`config.mk`:
```
export PLATFORM = sky130hd
export DESIGN_NAME = puc_queue
export DESIGN_NICKNAME = d
export VERILOG_FILES = /design/src/hw/rtl/puc_pkg.sv /design/src/hw/rtl/puc_queue.sv
export SDC_FILE = /design/constraint.sdc
export NUM_CORES = 1
export LEC_CHECK = 0
export BUFFER_PORTS_ARGS = -buffer_cell sky130_fd_sc_hd__buf_2
export CAP_MARGIN = 40
export CORE_MARGIN = 2
export CORE_UTILIZATION = 40
export CTS_BUF_LIST = sky130_fd_sc_hd__clkbuf_4 sky130_fd_sc_hd__clkbuf_8 sky130_fd_sc_hd__clkbuf_16
export CTS_CLUSTER_SIZE = 40
export DETAILED_ROUTE_END_ITERATION = 8
export PLACE_DENSITY = 0.61
export SLEW_MARGIN = 20
export SYNTH_ARGS = -nofsm -noshare
export SYNTH_HDL_FRONTEND = slang
export SYNTH_SLANG_ARGS = --single-unit
```
`constraint.sdc`:
```
create_clock -name clk_i -period 2.6 [get_ports clk_i]
set_input_delay 0.65 -clock clk_i [delete_from_list [all_inputs] [get_ports clk_i]]
set_output_delay 0.65 -clock clk_i [all_outputs]
set_load 0.02 [all_outputs]
```
`src/hw/rtl/puc_pkg.sv`:
```
// Shared types and constants of the pixel replication upscaler.
package puc_pkg;

  // Default sizing of the line store and of the scale range
  localparam int unsigned MAX_WIDTH   = 2048;
  localparam int unsigned MAX_SCALE   = 128;

  // Entries of the queue between classifier and output side
  localparam int unsigned QUEUE_DEPTH = 4;

  // Configuration port geometry
  localparam int unsigned CFG_IDX_W   = 2;
  localparam int unsigned CFG_DATA_W  = 12;

  // Request kinds
  typedef enum logic {
    CMD_PIXEL = 1'b0,
    CMD_DRAIN = 1'b1
  } cmd_e;

  // Configuration register indexes
  typedef enum logic [CFG_IDX_W-1:0] {
    REG_SCALE    = 2'd0,
    REG_IN_WIDTH = 2'd1
  } reg_idx_e;

  // One output run as it travels from classifier to output
  typedef struct packed {
    logic [7:0] red;
    logic [7:0] green;
    logic [7:0] blue;
    logic [7:0] repeat_count;
    logic       row_end;
    logic [1:0] pad_bytes;
    logic       refused;
  } run_t;

endpackage

```
`src/hw/rtl/puc_queue.sv`:
```
// Back end: run queue that decouples the classifier from the output handshake.
module puc_queue #(
  parameter int unsigned Depth = puc_pkg::QUEUE_DEPTH
) (
  input  logic          clk_i,
  input  logic          rst_ni,
  input  logic          push_i,
  input  puc_pkg::run_t run_i,
  input  logic          out_stall_i,
  output logic          out_valid_o,
  output puc_pkg::run_t run_o,
  output logic          stall_o
);

  localparam int unsigned PtrW = (Depth > 1) ? $clog2(Depth) : 1;
  localparam int unsigned CntW = $clog2(Depth + 1) + 1;

  puc_pkg::run_t   mem_q [Depth];
  logic [PtrW-1:0] wr_ptr_q;
  logic [PtrW-1:0] rd_ptr_q;
  logic [CntW-1:0] count_q;
  logic            pop;

  assign out_valid_o = (count_q != '0);
  assign pop         = out_valid_o && !out_stall_i;
  assign run_o       = mem_q[rd_ptr_q];

  // Hold off new requests when the run in flight could not find a slot
  assign stall_o = (count_q + CntW'(push_i)) >= CntW'(Depth);

  // Store pushed runs
  always_ff @(posedge clk_i) begin
    if (push_i) begin
      mem_q[wr_ptr_q] <= run_i;
    end
  end

  // Advance pointers and occupancy
  always_ff @(posedge clk_i or negedge rst_ni) begin
    if (!rst_ni) begin
      wr_ptr_q <= '0;
      rd_ptr_q <= '0;
      count_q  <= '0;
    end else begin
      if (push_i) begin
        wr_ptr_q <= (wr_ptr_q == PtrW'(Depth - 1)) ? '0 : wr_ptr_q + 1'b1;
      end
      if (pop) begin
        rd_ptr_q <= (rd_ptr_q == PtrW'(Depth - 1)) ? '0 : rd_ptr_q + 1'b1;
      end
      count_q <= count_q + CntW'(push_i) - CntW'(pop);
    end
  end

  // Never push into a full queue
  assert property (@(posedge clk_i) disable iff (!rst_ni)
    push_i |-> (count_q < CntW'(Depth)))
    else $error("run pushed into full queue");

  // Occupancy tracks pushes and pops
  assert property (@(posedge clk_i) disable iff (!rst_ni)
    1'b1 |=> count_q == $past(count_q) + CntW'($past(push_i)) - CntW'($past(pop)))
    else $error("queue occupancy mismatch");

endmodule

```
==> reports/summary.txt <==
Routed len/inst -> 18.6 µm
Gr usage total -> 14.5%
Cts bufs inserted -> 17
Cell area after synthesis -> 5700 µm²
Outcome -> completed
Area taken by multi-input logic gates -> 1110 µm²
Yosys cell types -> 21
# IOs -> 78
NumNets Final -> 383
Slew margin rel. -> 74.9%
Final hold vios -> 0
RSZ-0062 raised after global routing -> false
Via Count -> 2602
Worst-Skew Late Latency -> 420 ps
Core Area -> 13900 µm²
Vias in the first global route -> 2830
Max Cap Viol -> 0
Worst EP required -> 1950 ps
Pleak -> 2.48 nW
Post-DP HPWL -> 6270 µm
Setup TNS -> 0 ps
Fmax -> 411 MHz
Clock Path Buffers -> 2
Most frequent cells in the layout -> edfxtp_1 (144), buf_2 (77), mux4_2 (36)
Sinks on Clock Net -> 152
Syn-to-layout area delta -> 23.3%
Post-synthesis sequential area ratio -> 79.4%
Residual DRC count -> 0
Fin crit period -> 2430 ps
Row count -> 43
Setup bufs post-CTS -> 0
Least-Margin Pin Slew -> 376 ps
First drt pass iteration count -> 4
Remaining global-route overflow -> 0
Die extent in y -> 123 µm
Commonest non-fill, non-tap cell in the layout -> edfxtp_1
Fin. max-slew vios -> 0
Root buf cell -> clkbuf_16
Hold WS -> 72.3 ps
Synth Area per Inst -> 24.1 µm²
Crit. End Element -> primary output
WP data arrival -> 1780 ps
Power Dens Cells -> 1190 nW/µm²
Initial core utilization -> 41.0%
Drt total wl -> 9840 µm
Ratio of cells with drive above 1 in the final layout -> 47.3%
Crit path kind -> reg2out
CTS tree -> yes
Period utilization -> 93.6%
Register area -> 4530 µm²
Syn_nets -> 285
Port Buf Inserts -> 77
Final setup violation count -> 0
Fillcell total -> 1141
Antenna Nets Post-Route -> 0
Vias per inst -> 4.93
Initial DRC Count -> 156
DIE WIDTH -> 123 µm
Reg clk slew, reported paths -> 60 ps
H-tree depth -> 4
Syn Inst Count -> 236
Hold Path Class -> in2async
Global-route wire length before repair -> 15500 µm
Routability Congestion -> 0.736
Die footprint -> 15200 µm²
Pin count of the biggest net entering global routing -> 26
Crit start category -> register
Ys Warns -> 0
CP Max Fanout -> 25
Initial antenna violation count -> 1
Clock Skew -> 6.94 ps
Peak VDD IR -> 0.470 mV
Yosys reg bits -> 152
-- Yosys cell counts, drive strengths merged --
master  instances  area (µm²)
nand2           3        11.3
inv             6        22.5
nor2            3        11.3
a31oi           1        6.26
edfxtp        144        4320
ha              9         113
mux4           36         811
o21ai           2        10.0
dfrtp           8         200
and2            4        25.0
a32oi           1        8.76
or4             1        11.3
mux2            2        30.0
nor3            1        5.00
nand3b          1        7.51
xnor2           3        26.3
xor2            2        17.5
buf             8        42.5
nor2b           1        13.8
-- layer usage --
metal	vias to the layer above	part of all wire (%)	GRT usage, %
li1	1188	-	-
met1	1334	42	17.9
met2	63	50	22.8
met3	17	5.8	6.09
met4	0	1.7	5.75
met5	-	0	0
-- worst max-delay path, cell delays in order (launching register included) --
cell and delay (ps):
dfrtp_2 390, buf_12 230, mux4_2 560, buf_2 180
-- cell type report --
type,count,share of cell area [%]
clock inverter,13,2.53
timing repair buffer,87,7.32
inverter,6,0.321
clock buffer,19,6.27
antenna,1,0.0356
multi-input combinational,70,15.8
tap,180,3.21
sequential,152,64.5
-- where the power goes --
part	internal, W	switching, W
combinational	0.00111	0.00140
sequential	0.00316	0.000150
clock	0.00162	0.000926
-- state kept, by name, summed over array words and instances (netlist names) --
signal    cells
mem_q       144
wr_ptr_q      2
count_q       4
rd_ptr_q      2
-- cells by family after synthesis --
kind of cell,share of synthesized area (%)
simple gates,1.49
fa+ha+maj,1.98
buf+inv,1.14
xor+xnor,0.769
flops,79.4
mux,14.8
compound gates,0.439
-- final timing paths --
path,startpoint,to,slack [ps],depth (start not counted)
max,rd_ptr_q[0],run_o[35],170,3
min reg2reg,count_q[3],count_q[3],560,1
min in group clk_i,run_i[20],mem_q[3][20],440,1
max reg2reg,count_q[2],count_q[3],570,7
max in group asynchronous,rst_ni,rd_ptr_q[1],2320,1
min,rst_ni,count_q[2],70,1
-- per-stage QoR --
stage / worst slack (ps) / instances / instance area, µm² / total power, W / utilization (%)
after CTS: 39.2 / 527 / 7020 / 0.00850 / 50.5
after floorplan: 443 / 236 / 5700 / 0.00509 / -
after global placement: 327 / 495 / 6400 / 0.00591 / 46.1
after global routing: 56.1 / 527 / 7020 / 0.00880 / 50.6
after detailed placement: 295 / 495 / 6400 / 0.00595 / 46.1
final: 167 / 528 / 7020 / 0.00836 / 50.6
-- timing repair --
action                     in CTS  in global routing
hold buffers                    0                  0
gates resized for setup         0                  1
setup endpoints to repair       0                  2
Power figures use the tool's default switching activity.
